## config.mk

```make
export PLATFORM = sky130hd
export DESIGN_NAME = hlcm_ctrl
export DESIGN_NICKNAME = d
export VERILOG_FILES = /design/src/rtl/core/hlcm_pkg.sv /design/src/rtl/core/hlcm_ctrl.sv
export SDC_FILE = /design/constraint.sdc
export NUM_CORES = 1
export LEC_CHECK = 0
export ABC_AREA = 0
export BUFFER_PORTS_ARGS = -buffer_cell sky130_fd_sc_hd__buf_2
export CORE_MARGIN = 2
export CORE_UTILIZATION = 38
export CTS_CLUSTER_DIAMETER = 40
export CTS_CLUSTER_SIZE = 20
export DETAILED_ROUTE_END_ITERATION = 7
export PLACE_DENSITY = 0.56
export SYNTH_ARGS = -nofsm -noshare
export SYNTH_HDL_FRONTEND = slang
export SYNTH_SLANG_ARGS = --single-unit
```

## constraint.sdc

```tcl
create_clock -name clk -period 2.7 [get_ports clk]
set_input_delay 0.54 -clock clk [delete_from_list [all_inputs] [get_ports clk]]
set_output_delay 0.54 -clock clk [all_outputs]
set_load 0.02 [all_outputs]
```

## src/rtl/core/hlcm_pkg.sv

```systemverilog
// hlcm_pkg: shared types and constants of the hough line cluster merge block
// controller command and status bundles, field widths, cordic angle table
// no dependencies
package hlcm_pkg;

  localparam int RHO_W    = 16;
  localparam int THETA_W  = 15;
  localparam int MTHETA_W = 17;
  localparam int COUNT_W  = 9;
  localparam int MARGIN_W = 15;

  localparam logic [MARGIN_W-1:0] ANGLE_MARGIN_RST = 15'd910;
  localparam logic [MARGIN_W-1:0] RHO_TOL_RST      = 15'd960;

  // configuration register indexes
  localparam logic REG_ANGLE_MARGIN = 1'b0;
  localparam logic REG_RHO_TOL      = 1'b1;

  localparam int CORDIC_STEPS = 16;
  localparam int STEP_W       = 4;
  localparam int CORDIC_X0    = 5094007;

  // atan(2^-i) in 2pi/2^32 units
  localparam logic [31:0] ATAN_TAB [CORDIC_STEPS] = '{
    32'd536870912, 32'd316933406, 32'd167458907, 32'd85004756,
    32'd42667331,  32'd21354465,  32'd10680862,  32'd5340245,
    32'd2670163,   32'd1335087,   32'd667544,    32'd333772,
    32'd166886,    32'd83443,     32'd41721,     32'd20860
  };

  typedef struct packed {
    logic load_line;
    logic rd_en;
    logic wr_raw0;
    logic wr_conv0;
    logic wr_add;
    logic wr_new;
    logic cvt_start;
    logic line_rot_start;
    logic line_cs_save;
    logic vec_start;
    logic out_load_raw;
    logic out_load_mean;
    logic out_final;
    logic out_overflow;
  } cmd_t;

  typedef struct packed {
    logic cordic_busy;
    logic div_busy;
    logic match;
    logic out_free;
  } sts_t;

endpackage

```

## src/rtl/core/hlcm_ctrl.sv

```systemverilog
// hlcm_ctrl: sequencer for line intake, cluster scan, insertion and set emission
// holds the set counters; drives hlcm_datapath by command bundle
// depends on hlcm_pkg
module hlcm_ctrl #(
  parameter int MAX_CLUSTERS = 64,
  parameter int MAX_LINES    = 256
) (
  input  logic                            clk,
  input  logic                            rst,
  input  logic                            in_valid,
  output logic                            in_ready,
  input  logic                            set_end,
  input  hlcm_pkg::sts_t                  sts,
  output hlcm_pkg::cmd_t                  cmd,
  output logic [$clog2(MAX_CLUSTERS)-1:0] addr
);
  import hlcm_pkg::*;

  localparam int AW = $clog2(MAX_CLUSTERS);
  localparam int UW = $clog2(MAX_CLUSTERS + 1);
  localparam int LW = $clog2(MAX_LINES + 1);

  typedef enum logic [14:0] {
    S_IDLE    = 15'b000000000000001,
    S_START   = 15'b000000000000010,
    S_CV_RD   = 15'b000000000000100,
    S_CV_ROT  = 15'b000000000001000,
    S_LN_ROT  = 15'b000000000010000,
    S_SC_RD   = 15'b000000000100000,
    S_SC_GO   = 15'b000000001000000,
    S_SC_WAIT = 15'b000000010000000,
    S_SC_CMP  = 15'b000000100000000,
    S_NEW     = 15'b000001000000000,
    S_END     = 15'b000010000000000,
    S_EM_RAW  = 15'b000100000000000,
    S_EM_RD   = 15'b001000000000000,
    S_EM_GO   = 15'b010000000000000,
    S_EM_WAIT = 15'b100000000000000
  } state_t;

  state_t state, state_next;
  logic [UW-1:0] used, used_next;
  logic [LW-1:0] lines, lines_next;
  logic [AW-1:0] idx, idx_next;
  logic          dropped, dropped_next;
  logic          last;
  logic          last_idx;

  assign in_ready = (state == S_IDLE);
  assign last_idx = (UW'(idx) + UW'(1)) == used;

  always_ff @(posedge clk) begin
    if (rst) begin
      state   <= S_IDLE;
      used    <= '0;
      lines   <= '0;
      idx     <= '0;
      dropped <= 1'b0;
    end else begin
      state   <= state_next;
      used    <= used_next;
      lines   <= lines_next;
      idx     <= idx_next;
      dropped <= dropped_next;
    end
    if (in_valid && in_ready) last <= set_end;
  end

  always_comb begin
    state_next   = state;
    used_next    = used;
    lines_next   = lines;
    idx_next     = idx;
    dropped_next = dropped;
    cmd          = '0;
    addr         = '0;
    cmd.load_line    = in_valid && in_ready;
    cmd.out_overflow = dropped;
    cmd.out_final    = last_idx;
    unique case (state)
      S_IDLE: begin
        if (in_valid) state_next = S_START;
      end
      S_START: begin
        if (lines == '0) begin
          // first line of a set stays raw in entry 0
          cmd.wr_raw0 = 1'b1;
          used_next   = UW'(1);
          lines_next  = LW'(1);
          state_next  = S_END;
        end else if (lines == LW'(1)) begin
          cmd.rd_en  = 1'b1;
          state_next = S_CV_RD;
        end else if (lines >= LW'(MAX_LINES)) begin
          dropped_next = 1'b1;
          state_next   = S_END;
        end else begin
          cmd.line_rot_start = 1'b1;
          state_next         = S_LN_ROT;
        end
      end
      S_CV_RD: begin
        cmd.cvt_start = 1'b1;
        state_next    = S_CV_ROT;
      end
      S_CV_ROT: begin
        if (!sts.cordic_busy) begin
          cmd.wr_conv0       = 1'b1;
          cmd.line_rot_start = 1'b1;
          state_next         = S_LN_ROT;
        end
      end
      S_LN_ROT: begin
        if (!sts.cordic_busy) begin
          cmd.line_cs_save = 1'b1;
          idx_next         = '0;
          state_next       = S_SC_RD;
        end
      end
      S_SC_RD: begin
        addr       = idx;
        cmd.rd_en  = 1'b1;
        state_next = S_SC_GO;
      end
      S_SC_GO: begin
        cmd.vec_start = 1'b1;
        state_next    = S_SC_WAIT;
      end
      S_SC_WAIT: begin
        if (!sts.cordic_busy && !sts.div_busy) state_next = S_SC_CMP;
      end
      S_SC_CMP: begin
        addr = idx;
        if (sts.match) begin
          cmd.wr_add = 1'b1;
          lines_next = lines + LW'(1);
          state_next = S_END;
        end else if (last_idx) begin
          state_next = S_NEW;
        end else begin
          idx_next   = idx + AW'(1);
          state_next = S_SC_RD;
        end
      end
      S_NEW: begin
        addr = used[AW-1:0];
        if (used < UW'(MAX_CLUSTERS)) begin
          cmd.wr_new = 1'b1;
          used_next  = used + UW'(1);
        end else begin
          dropped_next = 1'b1;
        end
        lines_next = lines + LW'(1);
        state_next = S_END;
      end
      S_END: begin
        if (!last) begin
          state_next = S_IDLE;
        end else if (lines == LW'(1)) begin
          cmd.rd_en  = 1'b1;
          state_next = S_EM_RAW;
        end else begin
          idx_next   = '0;
          state_next = S_EM_RD;
        end
      end
      S_EM_RAW: begin
        if (sts.out_free) begin
          cmd.out_load_raw = 1'b1;
          used_next        = '0;
          lines_next       = '0;
          dropped_next     = 1'b0;
          state_next       = S_IDLE;
        end
      end
      S_EM_RD: begin
        addr       = idx;
        cmd.rd_en  = 1'b1;
        state_next = S_EM_GO;
      end
      S_EM_GO: begin
        cmd.vec_start = 1'b1;
        state_next    = S_EM_WAIT;
      end
      S_EM_WAIT: begin
        if (!sts.cordic_busy && !sts.div_busy && sts.out_free) begin
          cmd.out_load_mean = 1'b1;
          if (last_idx) begin
            used_next    = '0;
            lines_next   = '0;
            dropped_next = 1'b0;
            state_next   = S_IDLE;
          end else begin
            idx_next   = idx + AW'(1);
            state_next = S_EM_RD;
          end
        end
      end
      default: state_next = S_IDLE;
    endcase
  end

endmodule

```

* After elaboration in Yosys (flattened, before gate mapping)
Index checks and enable logic that the tools add are counted.
Storage, ports and cells: output and inout port bits 21, memories kept 0, flip-flop bits (word level) 39, input port bits 8, bits in read-only memories 0, bits in writable memories 0, bits in latches 0, word-level logic and storage cells 129
Cells by class: reductions and logical operators 17, mux-type cells 66, add/sub/neg operators 4, bitwise logic cells 0, $lt $le $gt $ge 2, $mul 0, equal/unequal tests 34, div/mod/pow operators 0, shifts and indexed selects 0
Operators with widths (number):
- case mux 15 bit (15 select lines) | 1
- 2-to-1 mux 15 bit | 9
- 2-to-1 mux 9 bit | 5
- case mux 9 bit (5 select lines) | 1
- 2-to-1 mux 13 bit | 3
- 2-to-1 mux 6 bit | 6
- 2-to-1 mux 7 bit | 5
- != test 2 bit, second input constant | 17
- 2-to-1 mux 1 bit | 28
- case mux 7 bit (4 select lines) | 1
- case mux 6 bit (4 select lines) | 1
- AND reduction 6 bit | 4
- == test 15 x 1 -> 1 bit, second input constant | 1
- == test 15 x 10 -> 1 bit, second input constant | 1
- == test 15 x 11 -> 1 bit, second input constant | 1
- == test 15 x 12 -> 1 bit, second input constant | 1
- == test 15 x 13 -> 1 bit, second input constant | 1
- == test 15 x 14 -> 1 bit, second input constant | 1
- == test 15 bit, second input constant | 1
- == test 15 x 2 -> 1 bit, second input constant | 1
- == test 15 x 3 -> 1 bit, second input constant | 1
- == test 15 x 4 -> 1 bit, second input constant | 1
- == test 15 x 5 -> 1 bit, second input constant | 1
- == test 15 x 6 -> 1 bit, second input constant | 1
- other kinds (25) | 30

* Longest topological paths before layout
depth in word-level cells 5, gate-level depth with buffers 8, depth with buffers taken out 7

* Worst setup path after synthesis
No wires, ideal clock.
path kind register to output, start register state[0], end output port addr[0], data arrival time 2011 ps, buffers on the path 2, stages on the path, launching flop included 9, slack 149 ps, data required time 2160 ps, path through dfxtp_1 > buf_4 > or4_1 > buf_2 > nor3_1 > nand4b_1 > and2_1 > nand2_1 > a22o_1
On the way: word-level cells in the longest chain between the ends 3, elaborated cells between the ends (all ways) 6, those cells by class eq/ne: 4; mux: 1; reduce/logical: 1
RTL lines:
- from (decl) | RTL line hlcm_ctrl.sv:41 | state_t state, state_next;
- from (signal assigned) | RTL line hlcm_ctrl.sv:60 | state <= state_next;
- == test 15 x 9 -> 1 bit, or another cell as far along | RTL line hlcm_ctrl.sv:80 | unique case (state)
- OR reduction 3 bit (no source line)
- case mux 6 bit (2 select lines) (*) | RTL line hlcm_ctrl.sv:80
- to (decl) | RTL line hlcm_ctrl.sv:15 | output logic [$clog2(MAX_CLUSTERS)-1:0] addr
Mark *: on every way between the ends. The rest lies on a longest branch, timed or not.

* Final worst setup path
start register state[4], end output port addr[4]
Same word-level chain as after synthesis.

==> results.env <==
OUTCOME='complete, but fails checks'
FAILED_CHECKS='setup timing'
CRITPATHKIND='reg2out'
DETAILED_PLACE_HPWL_UM=6350
WL_PER_CELL_UM=16.7
NETLIST_AREA_BEFORE_PLACEMENT_SQ_UM=2810
CTS_HOLD_REPAIR.BUFFERS=0
FINAL.SETUP.TNS_NS=-0.232
FINALNONFILLERCELLS=522
TIMING.HOLD.WS_NS=0.425
HTREE_LEVELS=2
LAYOUT_WORST_PATH_CYCLE_SHARE_PCT=102
POSTSYNTH.TOPFLOPCELL='sky130_fd_sc_hd__dfxtp_1'
DP_WORST_SETUP_SLACK_NS=-0.0121
INITIAL_UTILIZATION_PCT=38.9
MOST_AREA_HUNGRY_CELL_TYPE_IN_THE_YOSYS_NETLIST='sky130_fd_sc_hd__dfxtp_1'
WORSTSETUPSTARTPOINTTYPE='register'
TOTALWIRELENGTH_UM=8720
CLOCKROOTBUFFER='sky130_fd_sc_hd__clkbuf_8'
ANTENNA_VIOLATING_NETS_POST_ROUTE=0
POWERDENSITY_nW_PER_UM2=462
LEAKAGEPOWER_nW=1.54
CRITICAL_PATH.MAX_FANOUT=6
DETAILROUTE.VIA_COUNT=2970
DETAIL_ROUTE.VIAS_PER_CELL=5.69
PLACE.PORT_BUFFERS=28
SYNTH.TOP_CELLS.BY_AREA='sky130_fd_sc_hd__dfxtp_1 27%, sky130_fd_sc_hd__nor2_1 5.1%, sky130_fd_sc_hd__nor4_4 3.8%'
ROUTABILITY_CONGESTION_ESTIMATE=0.857
RSZ_0062_RAISED_AFTER_GLOBAL_ROUTING='yes'
WORST_HOLD_PATH_TYPE='in2reg'
FINAL_UTIL_PCT=51.2
CLKTRANSATPATHREGS_NS=0.08
AREA_DELTA_SYNTH_FINAL_PCT=31.5
GRT_OVERFLOW_TOTAL=0
TIMING.MAX_CAP.VIOLATIONS=0
GRTUSAGETOTAL_PCT=21.1
TRANSITION_TIME_AT_THE_PIN_WITH_THE_LEAST_SLEW_MARGIN_NS=0.561
FINAL_LAYOUT_SIZE_SUFFIX_GT1_SHARE_PCT=32.9
SYNTH_COMMON_CELLS='38 x sky130_fd_sc_hd__dfxtp_1, 38 x sky130_fd_sc_hd__nor2_1, 23 x sky130_fd_sc_hd__nand2_1'
COUNT_OF_PINS_OVER_THEIR_SLEW_LIMIT=0
CTS_SINKS=39
POST_SYNTH_INST_COUNT=342
DESIGN.CORE.AREA_SQ_UM=7210
NUMBER_OF_ANTENNA_VIOLATIONS_AT_THE_FIRST_CHECK_IN_GLOBAL_ROUTING=0
CLOCKBUFFERDEPTH=2
SYNTHARSTFLOPSHARE_PCT=0
SEQ_AREA_FRAC_SYNTH_PCT=28.2
FIRST_ITER_VIOLATIONS=131
TRITONCTS='done'
FLOORPLAN.DIE.WIDTH_UM=90.0
DIE-AREA_SQ_UM=8100
HOLD_VIOL_FINAL=0
FINAL_PERIOD_MINUS_WORST_SETUP_SLACK_NS=2.74
CRITPATHARRIVALTIME_NS=2.20
FINALINSTANCEAREA_SQ_UM=3690
SETUP_CRIT_END_KIND='output pin'
FP-ROW-COUNT=31
CLOCK-SKEW-FINAL_NS=0.00630
DPL.CELL_COUNT=494
NUMBER_OF_FLIP_FLOPS_AND_LATCHES_IN_THE_SYNTHESIZED_NETLIST=39
GLOBAL_ROUTE_WIRE_LENGTH_BEFORE_REPAIR_UM=14000
SYNTH_CELL_TYPE_COUNT=70
CTS_MADE_BUFFERS=5
REQ_TIME_CRIT_PATH_NS=2.16
SYNTH.YOSYS.WARNINGS=0
SYNTH-EDFF-COUNT=1
MAX_SLEW_MARGIN_PCT=62.1
DETAILEDROUTE.FIRSTPASSITERATIONCOUNT=4
IO_PINS=29
CLKLATENCYLATEPIN_NS=0.30
FINISH.NET_COUNT=435
VDD_IR_DROP_MAX_mV=0.192
NUMBER_OF_GLOBAL_ROUTE_VIAS_BEFORE_REPAIR=2867
INSERTEDDIODECOUNT=0
MAX_FREQ_MHz=364
YOSYS_TOP_CELL_AREA_SHARE_PCT=27.1
GRT_START_MAX_NET_PINS=34
FLOORPLAN.DIE.HEIGHT_UM=90.0
SYNTH_AREA_PER_CELL_SQ_UM=8.21
TOTAL_POWER_mW=1.71
POSTSYNTHNETCOUNT=355
PLACED_AREA_SQ_UM=3290
DRT_DRC_VIOLATIONS_LEFT=0
FINAL-SETUP-VIOL-COUNT=8
POSTLAYOUTSETUPSLACKWORST_NS=-0.0443
[cell type report]
cell class | count | area, sq um
clock buffers | 8 | 100
fillers | 725 | 3520
inverters | 14 | 52.6
multi-input cells | 274 | 1980
flip-flops and latches | 39 | 793
well taps | 99 | 124
repair buffers | 88 | 648
[kinds of logic after synthesis]
family                     Yosys count  synth area share, %
xor gates and xnor gates            13                 4.05
buffers and inverters               29                 4.94
AOI/OAI and AO/OA                   78                 21.1
muxes                                4                 1.51
DFF                                 39                 28.2
adders and majority gates            5                 2.23
and+or+nand+nor                    174                 38.0
[worst max-delay path: stages, from the launching register on]
cell	delay [ns]
sky130_fd_sc_hd__dfxtp_1	0.32
sky130_fd_sc_hd__or4_4	0.57
sky130_fd_sc_hd__nor4_4	0.30
sky130_fd_sc_hd__nand3b_1	0.15
sky130_fd_sc_hd__and2_4	0.18
sky130_fd_sc_hd__nand2_4	0.09
sky130_fd_sc_hd__a22o_1	0.17
sky130_fd_sc_hd__buf_6	0.12
[flip-flops by register name (all words and copies together), names as in the netlist]
register / cells
dropped: 1
last: 1
state: 15
lines: 9
idx: 6
used: 7
[routing by layer]
| metal | part of all wire (%) | wire length, um | track usage, % |
|---|---|---|---|
| met1 | 45 | 3920 | 27.4 |
| met3 | 5.2 | 453 | 3.52 |
| met2 | 47 | 4110 | 35.4 |
| met5 | 0 | 0 | 0 |
| met4 | 2.8 | 243 | 7.82 |
[placed cells by master (no fill, tap or decap), drive strengths merged, types with 5 or more instances in the layout]
master | Yosys | layout
buf | 7 | 88
dfxtp | 38 | 38
nor2 | 38 | 38
nand2 | 23 | 23
inv | 14 | 14
nand3 | 14 | 14
a21oi | 14 | 14
nand2b | 11 | 11
nor3 | 11 | 11
nand4 | 10 | 10
nor4 | 10 | 10
a22o | 9 | 9
and3 | 8 | 8
clkbuf | 8 | 8
o21ai | 8 | 8
xnor2 | 7 | 7
a311oi | 7 | 7
xor2 | 6 | 6
nor2b | 6 | 6
nand3b | 5 | 5
a31oi | 5 | 5
nor4b | 5 | 5
or3 | 5 | 5
or2 | 5 | 5
a21o | 5 | 5
ha | 5 | 5
[timing repair]
item                                   in CTS  in global routing
buffers inserted                            9                 11
endpoints found under the hold margin       0                  0
resized for setup                          21                 20
pin swaps                                   7                 13
setup endpoints to repair                  11                 26
[worst paths after layout]
kind,from,end,slack [ns],cells past startpoint
setup / recovery,state[4],addr[4],-0.04,7
hold / removal,set_end,last,0.43,1
setup reg to reg,state[4],state[0],0.02,11
hold reg to reg,dropped,dropped,0.48,2
[report_power, final]
group / leakage [nW] / internal [mW] / switching (mW)
logic: 1.18 / 0.288 / 0.341
clock network: 0.0515 / 0.234 / 0.220
registers: 0.317 / 0.605 / 0.0204
No activity file was read; power rests on OpenSTA's default activity.
